[config.mk]
export PLATFORM = sky130hd
export DESIGN_NAME = bmp24_stream_decoder_flat
export DESIGN_NICKNAME = d
export VERILOG_FILES = /design/src/rtl/bmp24_pkg.sv /design/src/rtl/bmp24_stream_if.sv /design/src/rtl/bmp24_in_stage.sv /design/src/rtl/bmp24_decode.sv /design/src/rtl/bmp24_stream_decoder.sv /design/src/flat_wrapper.sv
export SDC_FILE = /design/constraint.sdc
export NUM_CORES = 1
export LEC_CHECK = 0
export BUFFER_PORTS_ARGS = -buffer_cell sky130_fd_sc_hd__clkbuf_2
export CAP_MARGIN = 20
export CORE_MARGIN = 2
export CORE_UTILIZATION = 50
export CTS_CLUSTER_SIZE = 40
export DETAILED_ROUTE_END_ITERATION = 8
export PLACE_DENSITY = 0.76
export SKIP_CTS_REPAIR_TIMING = 1
export SLEW_MARGIN = 20
export SYNTH_ARGS = -nofsm -noshare
export SYNTH_HDL_FRONTEND = slang
export SYNTH_SLANG_ARGS = --single-unit
[constraint.sdc]
create_clock -name clock -period 7.45 [get_ports clock]
set_input_delay 0 -clock clock [delete_from_list [all_inputs] [get_ports clock]]
set_output_delay 0 -clock clock [all_outputs]
set_load 0.03 [all_outputs]
[src/rtl/bmp24_pkg.sv]
// bmp24_pkg: shared constants, codes and item types of the bmp24 stream decoder
// no dependencies; used by the channel interfaces and all rtl modules

package bmp24_pkg;

   // default bound on image width and height
   localparam int unsigned MAX_DIM_DEFAULT = 4096;

   // field widths of the channels
   localparam int unsigned BYTE_W  = 8;
   localparam int unsigned KIND_W  = 2;
   localparam int unsigned ERR_W   = 3;
   localparam int unsigned IMGD_W  = 13;
   localparam int unsigned BPP_W   = 16;
   localparam int unsigned COORD_W = 12;

   // header layout
   localparam logic [31:0] HDR_LEN = 32'd54;
   localparam logic [BYTE_W-1:0] SIG_B = 8'h42;
   localparam logic [BYTE_W-1:0] SIG_M = 8'h4D;
   localparam logic [BPP_W-1:0] DEPTH_24 = 16'd24;

   // result kinds
   localparam logic [KIND_W-1:0] KIND_PIXEL  = 2'd0;
   localparam logic [KIND_W-1:0] KIND_HEADER = 2'd1;
   localparam logic [KIND_W-1:0] KIND_ERROR  = 2'd2;

   // error codes
   localparam logic [ERR_W-1:0] ERR_NONE        = 3'd0;
   localparam logic [ERR_W-1:0] ERR_SIGNATURE   = 3'd1;
   localparam logic [ERR_W-1:0] ERR_COMPRESSION = 3'd2;
   localparam logic [ERR_W-1:0] ERR_PALETTE     = 3'd3;
   localparam logic [ERR_W-1:0] ERR_SHORT_HDR   = 3'd4;
   localparam logic [ERR_W-1:0] ERR_SHORT_PIX   = 3'd5;
   localparam logic [ERR_W-1:0] ERR_TOO_LARGE   = 3'd6;
   localparam logic [ERR_W-1:0] ERR_OFFSET      = 3'd7;

   typedef struct packed {
      logic [BYTE_W-1:0] data_byte;
      logic              end_of_file;
   } in_item_type;

   typedef struct packed {
      logic [KIND_W-1:0]  kind;
      logic [ERR_W-1:0]   error_code;
      logic [IMGD_W-1:0]  image_width;
      logic [IMGD_W-1:0]  image_height;
      logic [BPP_W-1:0]   bits_per_pixel;
      logic [COORD_W-1:0] pixel_column;
      logic [COORD_W-1:0] pixel_row;
      logic [BYTE_W-1:0]  blue;
      logic [BYTE_W-1:0]  green;
      logic [BYTE_W-1:0]  red;
      logic               last_pixel;
   } result_type;

endpackage

[src/rtl/bmp24_stream_if.sv]
// bmp24 channel interfaces: byte request channel and result channel
// depends on bmp24_pkg for field widths

interface bmp24_req_if;
   logic                             valid;
   logic                             ready;
   logic [bmp24_pkg::BYTE_W-1:0]     data_byte;
   logic                             end_of_file;

   modport source (output valid, output data_byte, output end_of_file, input ready);
   modport sink (input valid, input data_byte, input end_of_file, output ready);
endinterface

interface bmp24_rsp_if;
   logic                             valid;
   logic                             ready;
   logic [bmp24_pkg::KIND_W-1:0]     kind;
   logic [bmp24_pkg::ERR_W-1:0]      error_code;
   logic [bmp24_pkg::IMGD_W-1:0]     image_width;
   logic [bmp24_pkg::IMGD_W-1:0]     image_height;
   logic [bmp24_pkg::BPP_W-1:0]      bits_per_pixel;
   logic [bmp24_pkg::COORD_W-1:0]    pixel_column;
   logic [bmp24_pkg::COORD_W-1:0]    pixel_row;
   logic [bmp24_pkg::BYTE_W-1:0]     blue;
   logic [bmp24_pkg::BYTE_W-1:0]     green;
   logic [bmp24_pkg::BYTE_W-1:0]     red;
   logic                             last_pixel;

   modport source (output valid, output kind, output error_code, output image_width,
                   output image_height, output bits_per_pixel, output pixel_column,
                   output pixel_row, output blue, output green, output red,
                   output last_pixel, input ready);
   modport sink (input valid, input kind, input error_code, input image_width,
                 input image_height, input bits_per_pixel, input pixel_column,
                 input pixel_row, input blue, input green, input red,
                 input last_pixel, output ready);
endinterface

[src/rtl/bmp24_in_stage.sv]
// bmp24_in_stage: input register of the byte channel
// depends on bmp24_pkg and bmp24_req_if

module bmp24_in_stage (
   input  logic                   clock,
   input  logic                   reset,
   bmp24_req_if.sink              req_ch,
   input  logic                   take,
   output logic                   item_valid,
   output bmp24_pkg::in_item_type item
);

   logic                   valid_ff, valid_in;
   bmp24_pkg::in_item_type item_ff;
   logic                   load;

   assign req_ch.ready = !valid_ff || take;
   assign load = req_ch.valid && req_ch.ready;

   always_comb begin
      if (load) begin
         valid_in = 1'b1;
      end else if (take) begin
         valid_in = 1'b0;
      end else begin
         valid_in = valid_ff;
      end
   end

   always_ff @(posedge clock) begin
      if (reset) begin
         valid_ff <= 1'b0;
      end else begin
         valid_ff <= valid_in;
      end
   end

   always_ff @(posedge clock) begin
      if (load) begin
         item_ff.data_byte   <= req_ch.data_byte;
         item_ff.end_of_file <= req_ch.end_of_file;
      end
   end

   assign item_valid = valid_ff;
   assign item       = item_ff;

endmodule

[src/rtl/bmp24_decode.sv]
// bmp24_decode: header parse, offset skip, pixel assembly and row padding state
// depends on bmp24_pkg; one byte is decoded per step

module bmp24_decode #(
   parameter int unsigned MAX_DIM = bmp24_pkg::MAX_DIM_DEFAULT
) (
   input  logic                   clock,
   input  logic                   reset,
   input  logic                   step,
   input  bmp24_pkg::in_item_type item,
   output logic                   res_valid,
   output bmp24_pkg::result_type  res
);

   localparam int unsigned DIM_W = $clog2(MAX_DIM + 1);
   localparam int unsigned CNT_W = (MAX_DIM > 1) ? $clog2(MAX_DIM) : 1;

   localparam logic [2:0] PH_HEADER = 3'd0;
   localparam logic [2:0] PH_SKIP   = 3'd1;
   localparam logic [2:0] PH_PIXEL  = 3'd2;
   localparam logic [2:0] PH_PAD    = 3'd3;
   localparam logic [2:0] PH_IDLE   = 3'd4;

   // control state
   logic [2:0]       phase_ff, phase_in;
   logic [31:0]      pos_ff, pos_in;
   logic [CNT_W-1:0] col_ff, col_in;
   logic [CNT_W-1:0] row_ff, row_in;
   logic [1:0]       bip_ff, bip_in;
   logic [1:0]       pad_ff, pad_in;

   // header fields and held components
   logic [31:0]      field_ff, field_in;
   logic [31:0]      offset_ff, offset_in;
   logic [DIM_W-1:0] width_ff, width_in;
   logic [DIM_W-1:0] height_ff, height_in;
   logic             width_big_ff, width_big_in;
   logic             height_big_ff, height_big_in;
   logic [15:0]      depth_ff, depth_in;
   logic [7:0]       blue_ff, blue_in;
   logic [7:0]       green_ff, green_in;

   always_comb begin
      logic [7:0]       b;
      logic             eof;
      logic [5:0]       hp;
      logic             tracked;
      logic [1:0]       k;
      logic [31:0]      fs;
      logic             err;
      logic [2:0]       err_code;
      logic             fin;
      logic             expects;
      logic             last;
      logic             col_end;

      b        = item.data_byte;
      eof      = item.end_of_file;
      hp       = pos_ff[5:0];
      tracked  = (hp inside {[10:13], [18:25], [28:33], [46:49]});
      k        = (hp inside {[28:29]}) ? hp[1:0] : hp[1:0] - 2'd2;
      fs       = (k == 2'd0) ? 32'(b) : (field_ff | (32'(b) << {k, 3'b000}));
      err      = 1'b0;
      err_code = bmp24_pkg::ERR_NONE;
      fin      = 1'b0;
      expects  = (depth_ff == bmp24_pkg::DEPTH_24) && (width_ff != '0) && (height_ff != '0);
      last     = (DIM_W'(col_ff) + DIM_W'(1) == width_ff)
                 && (DIM_W'(row_ff) + DIM_W'(1) == height_ff);
      col_end  = (DIM_W'(col_ff) + DIM_W'(1) >= width_ff);

      phase_in      = phase_ff;
      pos_in        = pos_ff;
      col_in        = col_ff;
      row_in        = row_ff;
      bip_in        = bip_ff;
      pad_in        = pad_ff;
      field_in      = field_ff;
      offset_in     = offset_ff;
      width_in      = width_ff;
      height_in     = height_ff;
      width_big_in  = width_big_ff;
      height_big_in = height_big_ff;
      depth_in      = depth_ff;
      blue_in       = blue_ff;
      green_in      = green_ff;
      res_valid     = 1'b0;
      res           = '0;

      if (step) begin
         case (phase_ff)
            PH_HEADER: begin
               if ((hp == 6'd0 && b != bmp24_pkg::SIG_B)
                   || (hp == 6'd1 && b != bmp24_pkg::SIG_M)) begin
                  err      = 1'b1;
                  err_code = bmp24_pkg::ERR_SIGNATURE;
               end else begin
                  if (tracked) begin
                     field_in = fs;
                  end
                  if (hp == 6'd13) begin
                     offset_in = fs;
                  end
                  if (hp == 6'd21) begin
                     width_in     = DIM_W'(fs);
                     width_big_in = fs > 32'(MAX_DIM);
                  end
                  if (hp == 6'd25) begin
                     height_in     = DIM_W'(fs);
                     height_big_in = fs > 32'(MAX_DIM);
                  end
                  if (hp == 6'd29) begin
                     depth_in = fs[15:0];
                  end
                  if (hp == 6'd33 && fs != '0) begin
                     err      = 1'b1;
                     err_code = bmp24_pkg::ERR_COMPRESSION;
                  end else if (hp == 6'd49 && fs != '0) begin
                     err      = 1'b1;
                     err_code = bmp24_pkg::ERR_PALETTE;
                  end else if (hp != 6'(bmp24_pkg::HDR_LEN - 32'd1)) begin
                     if (eof) begin
                        err      = 1'b1;
                        err_code = bmp24_pkg::ERR_SHORT_HDR;
                     end else begin
                        pos_in = pos_ff + 32'd1;
                     end
                  end else if (width_big_ff || height_big_ff) begin
                     err      = 1'b1;
                     err_code = bmp24_pkg::ERR_TOO_LARGE;
                  end else if (offset_ff < bmp24_pkg::HDR_LEN) begin
                     err      = 1'b1;
                     err_code = bmp24_pkg::ERR_OFFSET;
                  end else if (expects && eof) begin
                     err      = 1'b1;
                     err_code = bmp24_pkg::ERR_SHORT_PIX;
                  end else begin
                     res_valid          = 1'b1;
                     res.kind           = bmp24_pkg::KIND_HEADER;
                     res.image_width    = 13'(width_ff);
                     res.image_height   = 13'(height_ff);
                     res.bits_per_pixel = depth_ff;
                     if (!expects) begin
                        fin = 1'b1;
                     end else begin
                        pos_in   = bmp24_pkg::HDR_LEN;
                        col_in   = '0;
                        row_in   = '0;
                        bip_in   = 2'd0;
                        pad_in   = 2'd0;
                        phase_in = (offset_ff == bmp24_pkg::HDR_LEN) ? PH_PIXEL : PH_SKIP;
                     end
                  end
               end
            end
            PH_SKIP: begin
               pos_in = pos_ff + 32'd1;
               if (eof) begin
                  err      = 1'b1;
                  err_code = bmp24_pkg::ERR_SHORT_PIX;
               end else if (pos_ff + 32'd1 == offset_ff) begin
                  phase_in = PH_PIXEL;
               end
            end
            PH_PIXEL: begin
               case (bip_ff)
                  2'd0: begin
                     blue_in = b;
                     bip_in  = 2'd1;
                  end
                  2'd1: begin
                     green_in = b;
                     bip_in   = 2'd2;
                  end
                  default: begin
                     bip_in = 2'd0;
                  end
               endcase
               if (bip_ff != 2'd2 || !last) begin
                  if (eof) begin
                     err      = 1'b1;
                     err_code = bmp24_pkg::ERR_SHORT_PIX;
                  end
               end
               if (bip_ff == 2'd2 && !err) begin
                  res_valid        = 1'b1;
                  res.kind         = bmp24_pkg::KIND_PIXEL;
                  res.pixel_column = 12'(col_ff);
                  res.pixel_row    = 12'(height_ff - DIM_W'(1) - DIM_W'(row_ff));
                  res.blue         = blue_ff;
                  res.green        = green_ff;
                  res.red          = b;
                  res.last_pixel   = last;
                  if (last) begin
                     fin = 1'b1;
                  end else if (col_end) begin
                     col_in = '0;
                     row_in = row_ff + CNT_W'(1);
                     pad_in = 2'(width_ff);
                     if (2'(width_ff) != 2'd0) begin
                        phase_in = PH_PAD;
                     end
                  end else begin
                     col_in = col_ff + CNT_W'(1);
                  end
               end
            end
            PH_PAD: begin
               if (eof) begin
                  err      = 1'b1;
                  err_code = bmp24_pkg::ERR_SHORT_PIX;
               end else begin
                  pad_in = pad_ff - 2'd1;
                  if (pad_ff == 2'd1) begin
                     phase_in = PH_PIXEL;
                  end
               end
            end
            default: begin
               fin = eof;
            end
         endcase

         if (err) begin
            fin            = 1'b1;
            res_valid      = 1'b1;
            res            = '0;
            res.kind       = bmp24_pkg::KIND_ERROR;
            res.error_code = err_code;
         end

         // finished file: back to reset state on end of file, else ignore bytes
         if (fin) begin
            if (eof) begin
               phase_in = PH_HEADER;
               pos_in   = '0;
               col_in   = '0;
               row_in   = '0;
               bip_in   = 2'd0;
               pad_in   = 2'd0;
               field_in = '0;
            end else begin
               phase_in = PH_IDLE;
            end
         end
      end
   end

   always_ff @(posedge clock) begin
      if (reset) begin
         phase_ff <= PH_HEADER;
         pos_ff   <= '0;
         col_ff   <= '0;
         row_ff   <= '0;
         bip_ff   <= 2'd0;
         pad_ff   <= 2'd0;
      end else begin
         phase_ff <= phase_in;
         pos_ff   <= pos_in;
         col_ff   <= col_in;
         row_ff   <= row_in;
         bip_ff   <= bip_in;
         pad_ff   <= pad_in;
      end
   end

   always_ff @(posedge clock) begin
      field_ff      <= field_in;
      offset_ff     <= offset_in;
      width_ff      <= width_in;
      height_ff     <= height_in;
      width_big_ff  <= width_big_in;
      height_big_ff <= height_big_in;
      depth_ff      <= depth_in;
      blue_ff       <= blue_in;
      green_ff      <= green_in;
   end

endmodule

[src/rtl/bmp24_stream_decoder.sv]
// bmp24_stream_decoder: 24 bpp bitmap decoder; an accepted item is held in the input
// register and decoded into the result register by a decode step; one item per cycle
// unless the result side stalls, set by the single decode step between the two registers
// synchronous active-high reset clears the input and result valids and the decoder state
// depends on bmp24_pkg, bmp24_stream_if, bmp24_in_stage and bmp24_decode

module bmp24_stream_decoder #(
   parameter int unsigned MAX_DIM = bmp24_pkg::MAX_DIM_DEFAULT
) (
   input  logic         clock,
   input  logic         reset,
   bmp24_req_if.sink    req_ch,
   bmp24_rsp_if.source  rsp_ch
);

   // input register outputs
   logic                   item_valid;
   bmp24_pkg::in_item_type item;

   // decode step results
   logic                   res_valid;
   bmp24_pkg::result_type  res;

   // result register
   logic                   out_valid_ff, out_valid_in;
   bmp24_pkg::result_type  out_ff;

   // a byte is decoded whenever the result register is free or being emptied;
   // bytes that produce no result still pass through and leave the result register empty
   logic                   step;

   assign step = item_valid && (!out_valid_ff || rsp_ch.ready);

   bmp24_in_stage u_in_stage (
      .clock      (clock),
      .reset      (reset),
      .req_ch     (req_ch),
      .take       (step),
      .item_valid (item_valid),
      .item       (item)
   );

   bmp24_decode #(
      .MAX_DIM (MAX_DIM)
   ) u_decode (
      .clock     (clock),
      .reset     (reset),
      .step      (step),
      .item      (item),
      .res_valid (res_valid),
      .res       (res)
   );

   // result register: loaded on a decode step, drained by the sink
   always_comb begin
      if (step) begin
         out_valid_in = res_valid;
      end else begin
         out_valid_in = out_valid_ff && !rsp_ch.ready;
      end
   end

   always_ff @(posedge clock) begin
      if (reset) begin
         out_valid_ff <= 1'b0;
      end else begin
         out_valid_ff <= out_valid_in;
      end
   end

   always_ff @(posedge clock) begin
      if (step && res_valid) begin
         out_ff <= res;
      end
   end

   assign rsp_ch.valid          = out_valid_ff;
   assign rsp_ch.kind           = out_ff.kind;
   assign rsp_ch.error_code     = out_ff.error_code;
   assign rsp_ch.image_width    = out_ff.image_width;
   assign rsp_ch.image_height   = out_ff.image_height;
   assign rsp_ch.bits_per_pixel = out_ff.bits_per_pixel;
   assign rsp_ch.pixel_column   = out_ff.pixel_column;
   assign rsp_ch.pixel_row      = out_ff.pixel_row;
   assign rsp_ch.blue           = out_ff.blue;
   assign rsp_ch.green          = out_ff.green;
   assign rsp_ch.red            = out_ff.red;
   assign rsp_ch.last_pixel     = out_ff.last_pixel;

`ifndef SYNTHESIS
   // a held input byte is not lost while the result side stalls
   a_in_hold: assert property (@(posedge clock) disable iff (reset)
      (item_valid && !step) |=> (item_valid && $stable(item)))
      else $error("input byte dropped during stall");

   // a pending result is never overwritten by a new decode step
   a_out_hold: assert property (@(posedge clock) disable iff (reset)
      (out_valid_ff && !rsp_ch.ready) |=> (out_valid_ff && $stable(out_ff)))
      else $error("pending result overwritten");

   // error results carry a code and no header or pixel payload
   a_err_code: assert property (@(posedge clock) disable iff (reset)
      (out_valid_ff && out_ff.kind == bmp24_pkg::KIND_ERROR)
      |-> (out_ff.error_code != bmp24_pkg::ERR_NONE && out_ff.image_width == '0
           && out_ff.pixel_column == '0 && out_ff.last_pixel == 1'b0))
      else $error("malformed error result");

   // nothing is presented right after reset
   a_reset_empty: assert property (@(posedge clock)
      reset |=> (!out_valid_ff && !item_valid))
      else $error("valid state survived reset");
`endif

endmodule

[src/flat_wrapper.sv]
// flat-port wrapper written by rule: the top's interface ports become plain ports
module bmp24_stream_decoder_flat 
#(
   parameter int unsigned MAX_DIM = bmp24_pkg::MAX_DIM_DEFAULT
)
  (clock, reset, req_ch_valid, req_ch_data_byte, req_ch_end_of_file, req_ch_ready, rsp_ch_valid, rsp_ch_kind, rsp_ch_error_code, rsp_ch_image_width, rsp_ch_image_height, rsp_ch_bits_per_pixel, rsp_ch_pixel_column, rsp_ch_pixel_row, rsp_ch_blue, rsp_ch_green, rsp_ch_red, rsp_ch_last_pixel, rsp_ch_ready);
  bmp24_req_if req_ch_i ();
  bmp24_rsp_if rsp_ch_i ();
  input  logic clock;
  input  logic reset;
  input wire logic [$bits(req_ch_i.valid)-1:0] req_ch_valid;
  input wire logic [$bits(req_ch_i.data_byte)-1:0] req_ch_data_byte;
  input wire logic [$bits(req_ch_i.end_of_file)-1:0] req_ch_end_of_file;
  output wire logic [$bits(req_ch_i.ready)-1:0] req_ch_ready;
  output wire logic [$bits(rsp_ch_i.valid)-1:0] rsp_ch_valid;
  output wire logic [$bits(rsp_ch_i.kind)-1:0] rsp_ch_kind;
  output wire logic [$bits(rsp_ch_i.error_code)-1:0] rsp_ch_error_code;
  output wire logic [$bits(rsp_ch_i.image_width)-1:0] rsp_ch_image_width;
  output wire logic [$bits(rsp_ch_i.image_height)-1:0] rsp_ch_image_height;
  output wire logic [$bits(rsp_ch_i.bits_per_pixel)-1:0] rsp_ch_bits_per_pixel;
  output wire logic [$bits(rsp_ch_i.pixel_column)-1:0] rsp_ch_pixel_column;
  output wire logic [$bits(rsp_ch_i.pixel_row)-1:0] rsp_ch_pixel_row;
  output wire logic [$bits(rsp_ch_i.blue)-1:0] rsp_ch_blue;
  output wire logic [$bits(rsp_ch_i.green)-1:0] rsp_ch_green;
  output wire logic [$bits(rsp_ch_i.red)-1:0] rsp_ch_red;
  output wire logic [$bits(rsp_ch_i.last_pixel)-1:0] rsp_ch_last_pixel;
  input wire logic [$bits(rsp_ch_i.ready)-1:0] rsp_ch_ready;
  assign req_ch_i.valid = req_ch_valid;
  assign req_ch_i.data_byte = req_ch_data_byte;
  assign req_ch_i.end_of_file = req_ch_end_of_file;
  assign req_ch_ready = req_ch_i.ready;
  assign rsp_ch_valid = rsp_ch_i.valid;
  assign rsp_ch_kind = rsp_ch_i.kind;
  assign rsp_ch_error_code = rsp_ch_i.error_code;
  assign rsp_ch_image_width = rsp_ch_i.image_width;
  assign rsp_ch_image_height = rsp_ch_i.image_height;
  assign rsp_ch_bits_per_pixel = rsp_ch_i.bits_per_pixel;
  assign rsp_ch_pixel_column = rsp_ch_i.pixel_column;
  assign rsp_ch_pixel_row = rsp_ch_i.pixel_row;
  assign rsp_ch_blue = rsp_ch_i.blue;
  assign rsp_ch_green = rsp_ch_i.green;
  assign rsp_ch_red = rsp_ch_i.red;
  assign rsp_ch_last_pixel = rsp_ch_i.last_pixel;
  assign rsp_ch_i.ready = rsp_ch_ready;
  bmp24_stream_decoder #(.MAX_DIM(MAX_DIM)) u_core (.clock(clock), .reset(reset), .req_ch(req_ch_i), .rsp_ch(rsp_ch_i));
endmodule
---- Word level (Yosys, flattened, before mapping) ----
Index checks and enable logic that the tools add are counted.
word-level totals
  bits in registers ....................... 294
  bits of input ports ..................... 13
operators by class
  $add $sub $neg .......................... 9
  order comparisons ....................... 12
  equal/unequal tests ..................... 38
  shift operators ......................... 1
  multiplexer cells ....................... 164
  bitwise logic cells ..................... 6
  reduce and logical (&&, ||, !) cells .... 51
operators by type and width
  operator                 count
  $mux W32                 17
  $mux W42                 8
  $mux W12                 26
  $mux W49                 2
  $mux W96                 1
  $mux W3                  28
  $pmux W32 S2             1
  $mux W2                  26
  $ne A3 B3 Y1 const B     16
  $pmux W12 S2             2
  $mux W1                  45
  $add A32 B1 Y32 const B  1
  $eq A32 B32 Y1           1
  $eq A32 B6 Y1 const B    1
  $gt A32 B13 Y1 const B   1
  $lt A32 B6 Y1 const B    1
  $or A32 B32 Y32          1
  $reduce_bool A32 Y1      1
  $shl A8 B5 Y32           1
  $add A12 B1 Y13 const B  2
  $eq A13 B13 Y1           2
  $reduce_bool A13 Y1      2
  $add A12 B1 Y12 const B  2
  $eq A6 B5 Y1 const B     3
  other kinds (46)         90

---- Logic depth before layout (Yosys ltp) ----
  word-level depth ........................ 17
  gate-level depth with buffers ........... 18
  mapped depth without buffers ............ 16

---- By module ----
A second synthesis with hierarchy kept.
unflattened totals
  cell total of the unflattened synthesis .. 1584
  area, all modules ....................... 16025.4 um^2
by module, submodules not included
  module                times used  cells an instance  area an instance (um^2)  seq. area each (um^2)
  bmp24_decode          1           1468               12746.0                  4984.8
  bmp24_stream_decoder  1           102                2954.1                   2902.8
  bmp24_in_stage        1           14                 325.3                    290.3

---- Least setup slack after synthesis ----
Ideal clock, no wire load.
  kind .................................... reg-to-reg
  from .................................... reg u_core.u_decode.pos_ff[0]
  to ...................................... reg u_core.u_decode.offset_ff[0] (enable)
  setup time .............................. 0.502 ns
  arrival ................................. 5.136 ns
  data required time ...................... 6.948 ns
  path slack .............................. 1.812 ns
  stages on the path, launching flop included .. 10
  path buffers ............................ 2
  period minus slack after synthesis ...... 5.638 ns
  cells stage by stage .................... dfxtp_1 -> inv_1 -> clkbuf_1 -> clkbuf_1 -> ha_1 -> nor3b_1 -> a2111oi_4 -> nor2_1 -> nand3_1 -> nor4_1
between the ends
  word-level cells in the longest chain between the ends .. 5
ends and longest elaborated chain
  item                                              line                                    RTL
  start: declaration                                bmp24_decode.sv:26                      logic [31:0] pos_ff, pos_in;
  start signal: assignment                          bmp24_decode.sv:258                     pos_ff <= pos_in;
  $eq A6 B1 Y1 or $logic_not A6 Y1 (tied branches)  bmp24_decode.sv:93, bmp24_decode.sv:92
  $logic_and A1 B1 Y1 (on tied branches)            bmp24_decode.sv:93, bmp24_decode.sv:92
  $logic_or A1 B1 Y1                                bmp24_decode.sv:93                      || (hp == 6'd1 && b != bmp24_pkg::SIG_M)) begin
  $not A1 Y1 (no line)                              n/a
  $reduce_and A4 Y1 (no line) (*)                   n/a
  end signal: assignment                            bmp24_decode.sv:268                     offset_ff <= offset_in;
  end: declaration                                  bmp24_decode.sv:34                      logic [31:0] offset_ff, offset_in;
Mark *: on every way between the ends. The rest lies on a longest branch, timed or not.
A chain may end at the register's enable or synchronous reset.

---- Worst setup path in the final report ----
  from .................................... reg u_core.u_decode.pos_ff[0]
  to ...................................... reg u_core.out_ff, in the netlist u_core.rsp_ch.image_height[7] (enable)
between the ends
  word-level cells in the longest chain between the ends .. 16
ends and longest elaborated chain
  item                                          line                                      RTL
  $ge A6 B5 Y1 or $le A6 B5 Y1 (tied branches)  bmp24_decode.sv:61                        k = (hp inside {[28:29]}) ? hp[1:0] : hp[1:0] - 2'd2;
  $logic_and A1 B1 Y1                           bmp24_decode.sv:61
  $mux W2                                       bmp24_decode.sv:61
  $shl A8 B5 Y32                                bmp24_decode.sv:62                        fs = (k == 2'd0) ? 32'(b) : (field_ff | (32'(b) << {k, 3'b000}));
  $or A32 B32 Y32                               bmp24_decode.sv:62
  $mux W32                                      bmp24_decode.sv:62
  $reduce_bool A32 Y1                           bmp24_decode.sv:114, bmp24_decode.sv:117
  $logic_and A1 B1 Y1                           bmp24_decode.sv:117                       end else if (hp == 6'd49 && fs != '0) begin
  $mux W1                                       bmp24_decode.sv:117
  $mux W1                                       bmp24_decode.sv:114                       if (hp == 6'd33 && fs != '0) begin
  $mux W1                                       bmp24_decode.sv:92                        if ((hp == 6'd0 && b != bmp24_pkg::SIG_B)
  $pmux W1 S3                                   bmp24_decode.sv:90                        case (phase_ff)
  $mux W1                                       bmp24_decode.sv:89                        if (step) begin
  $mux W1 (*)                                   bmp24_decode.sv:223                       if (err) begin
  $mux W1 (*)                                   bmp24_decode.sv:89
  $logic_and A1 B1 Y1 (*)                       bmp24_stream_decoder.sv:72                if (step && res_valid) begin
  end signal: assignment                        bmp24_stream_decoder.sv:73                out_ff <= res;
  end: declaration                              bmp24_stream_decoder.sv:26                bmp24_pkg::result_type out_ff;
Mark *: on every way between the ends. The rest lies on a longest branch, timed or not. The select of a mux whose other input is x is not followed.

==> impl_results.md <==
- Syn Area/Cell: 9.89 um^2
- RSZ-0062 raised after global routing: false
- Synth cell types: 97
- Global route hottest layer: met2
- First-pass GRT wire length: 73.5 mm
- Net count after synthesis: 1692
- Worst Setup Start Kind: register
- Worst Hold Class: primary input to register
- Status: finished, final reports clean
- Final hold vios: 0
- Adder-cell share of the synthesized area: 0.0256
- Wire length per cell: 22.4 um
- Simple-gate share of the synthesized area: 0.216
- Final Cell Area: 18300 um^2
- Die Y-Extent: 185 um
- Row cnt: 66
- DR iter-0 viols: 2012
- Area growth, synth to finish: 12.3%
- Dpl cell area: 17100 um^2
- Seq cells post-synth: 294
- GP Congestion: 0.961
- Final Total Pwr: 3.64 mW
- Share of layout cells above drive strength 1: 0.129
- Clock Path Buffers: 3
- Data required time at the worst endpoint: 7.70 ns
- DP Cell Count: 2113
- Final setup violation count: 0
- Pins Over Slew Limit: 0
- Logic pwr share: 0.070
- HPWL Detailed: 34.1 mm
- Clock Skews: 0.0197 ns
- # nets final: 1762
- Core Area: 32300 um^2
- Vias in the first global route: 12700
- Post-Syn Instances: 1647
- Global route overflow: 0
- Vias: 14000
- Num CTS Buffers: 31
- DR pass1 iterations: 7
- Pleak: 6.61 nW
- GRT Overall Usage: 0.280
- Critical Path AT: 5.92 ns
- Clk_lat worst skew: 0.56 ns
- R2r worst-path depth: 13
- CTS tree: done
- Synth Area in Compound Gates: 0.157
- Die W: 185 um
- Post-synthesis sequential area ratio: 0.502
- Top_reg_cell synth: edfxtp_1
- Sw power: 0.875 mW
- Max FO, Critical Path: 50
- Number of remaining DRC errors: 0
- Post-layout minimum cycle time: 5.67 ns
- Cell area power density: 199 nW/um^2
- Synth Area in XOR/XNOR: 0.0406
- Final Cycle Share: 0.762
- Synth Warn #: 0
- Crit end category: register
- Sequential power share: 0.503
- Synthesized area: 16300 um^2
- Clk slew on worst S/H paths: 0.06 ns
- Post-synth EDFFs: 229
- Sum Neg Setup Slack: 0 ns
- Maxcap violations: 0
- Mux contribution to synthesized area: 0.0192
- GR met2 Demand/Resource: 0.432
- Setup CP Type: register to register
- Overall routed net length: 49.0 mm
- Met3 Track Usage GR: 0.0480
- VDD IR-drop max: 197 uV
- Die area: 34100 um^2
- Largest family of logic cells by synthesized area: simple AND/OR/NAND/NOR gates
- Hold path depth: 3
- Sw Ratio: 0.240
- Initial core utilization: 0.505
- Ports: 111
- Met1 Use GR: 0.383
- Async SR Flop Fraction: 0
- # port buffers: 110
- CTS HTree Levels: 1
- Final cell count without fillers: 2185
- Antenna Nets Post-Route: 0
- Largest net degree at the start of global routing: 53
- Fmax: 176 MHz
- R2R Setup Slk: 1.78 ns
- Root Buffer: clkbuf_16
- Min Hold Slack: 0.00564 ns
- Slew @ Worst Pin: 1.11 ns
- Clock share of power: 0.427
- Sink Count: 294
- Initial antenna violation count: 1
- Vias per cell: 6.39
- Fillers: 2713
- Worst slew margin: 0.256
- Int Pwr: 2.77 mW
## layout by cell type, fill, tap and decap left out, types with 24 or more instances in the layout
cell type    n
edfxtp_1   229
nor2_1     147
nand2_1    144
a21oi_1    122
clkbuf_2   110
o21ai_0     78
dfxtp_1     65
and3_1      64
and2_1      61
nand3_1     56
xnor2_1     46
inv_1       42
nor3_1      39
ha_1        31
clkbuf_16   31
mux2i_1     29
nor4_1      28
xor2_1      27
nand4_1     25
a31oi_1     24
## layer usage
metal / wire, um / share of wire
met1: 19800 / 0.40
met3: 4730 / 0.096
met2: 22000 / 0.45
met4: 2460 / 0.050
met5: 0 / 0
## worst max-delay path: stages (launching register included)
cell and delay (ns):
dfxtp_1 0.41, inv_1 0.51, ha_1 0.34, or2_1 0.21
nand3_1 0.36, and2_1 0.46, o2bb2ai_1 0.23, or3_4 0.46
o31a_1 0.29, buf_4 0.22, a211oi_4 0.36, a21o_1 0.24
clkinv_2 0.62, buf_4 0.58
## power by group through the flow
stage / combinational [mW] / clock, mW / sequential (mW)
finish: 0.255 / 1.56 / 1.83
CTS: 0.244 / 1.57 / 1.83
global route: 0.268 / 1.64 / 1.83
global placement: 0.240 / 0 / 1.86
floorplan: 0.126 / 0 / 1.89
detailed placement: 0.243 / 0 / 1.87
## final cells by class
class,instances,area (um^2),share of cell area
multi-input cells,1201,7510,0.411
repair buffers,144,856,0.0468
clock buffers,36,795,0.0434
inverters,45,170,0.00930
well taps,442,553,0.0302
diodes,1,2.50,0.000137
clock inverters,22,231,0.0127
flip-flops and latches,294,8180,0.447
## final timing paths
path,end,start
setup reg to reg,u_core.rsp_ch.image_height[7],u_core.u_decode.pos_ff[0]
setup / recovery,u_core.rsp_ch.image_height[7],u_core.u_decode.pos_ff[0]
hold / removal,u_core.u_decode.pos_ff[24],reset
hold reg to reg,u_core.u_decode.pad_ff[1],u_core.u_decode.pad_ff[1]
## stage by stage
stage	worst slack [ns]	utilization
floorplan	1.81	-
global placement	2.11	0.530
detailed placement	1.88	0.530
CTS	1.87	0.562
global route	1.39	0.567
finish	1.78	0.567
## state kept, by name, summed over array words and instances (netlist names), 12 cells and up
name and cells:
u_core.u_decode.col_ff 12, u_core.u_decode.height_ff 13, u_core.rsp_ch.bits_per_pixel 16, u_core.u_decode.field_ff 32
u_core.rsp_ch.image_width 13, u_core.u_decode.depth_ff 16, u_core.u_decode.width_ff 13, u_core.rsp_ch.pixel_column 12
u_core.u_decode.row_ff 12, u_core.rsp_ch.pixel_row 12, u_core.rsp_ch.image_height 13, u_core.u_decode.pos_ff 32
u_core.u_decode.offset_ff 32
## synthesized netlist by cell type (8+ instances only)
cell type / n / share of area
mux2i_1: 29 / 0.018
nor2b_1: 15 / 0.0058
a311oi_1: 9 / 0.0048
a21o_1: 14 / 0.0064
a21oi_1: 123 / 0.038
nor4_1: 30 / 0.012
nand4_1: 25 / 0.0096
inv_1: 43 / 0.0099
or2_2: 8 / 0.0031
o31ai_1: 17 / 0.0078
dfxtp_1: 65 / 0.080
xor2_1: 27 / 0.015
buf_2: 23 / 0.0071
xnor2_1: 46 / 0.025
buf_4: 8 / 0.0037
o21a_1: 12 / 0.0055
nand2_1: 144 / 0.033
nand2b_1: 12 / 0.0046
edfxtp_1: 229 / 0.42
nor2_1: 147 / 0.034
or4_1: 10 / 0.0046
o211ai_1: 10 / 0.0046
clkbuf_1: 70 / 0.016
ha_1: 31 / 0.024
a31oi_1: 24 / 0.0092
nor3_1: 40 / 0.012
a211oi_1: 13 / 0.0060
and3_1: 65 / 0.025
nand3_1: 56 / 0.017
and4_1: 8 / 0.0043
and2_1: 61 / 0.023
o21ai_0: 78 / 0.024
## kinds of logic after synthesis
logic type	Yosys count
AND/OR/NAND/NOR	670
flip-flops	294
multiplexers	31
buffers and inverters	152
AO/OA/AOI/OAI	393
XOR/XNOR	74
adder cells (fa/ha/maj)	33
Note: power is estimated with default switching activity, not from simulation.
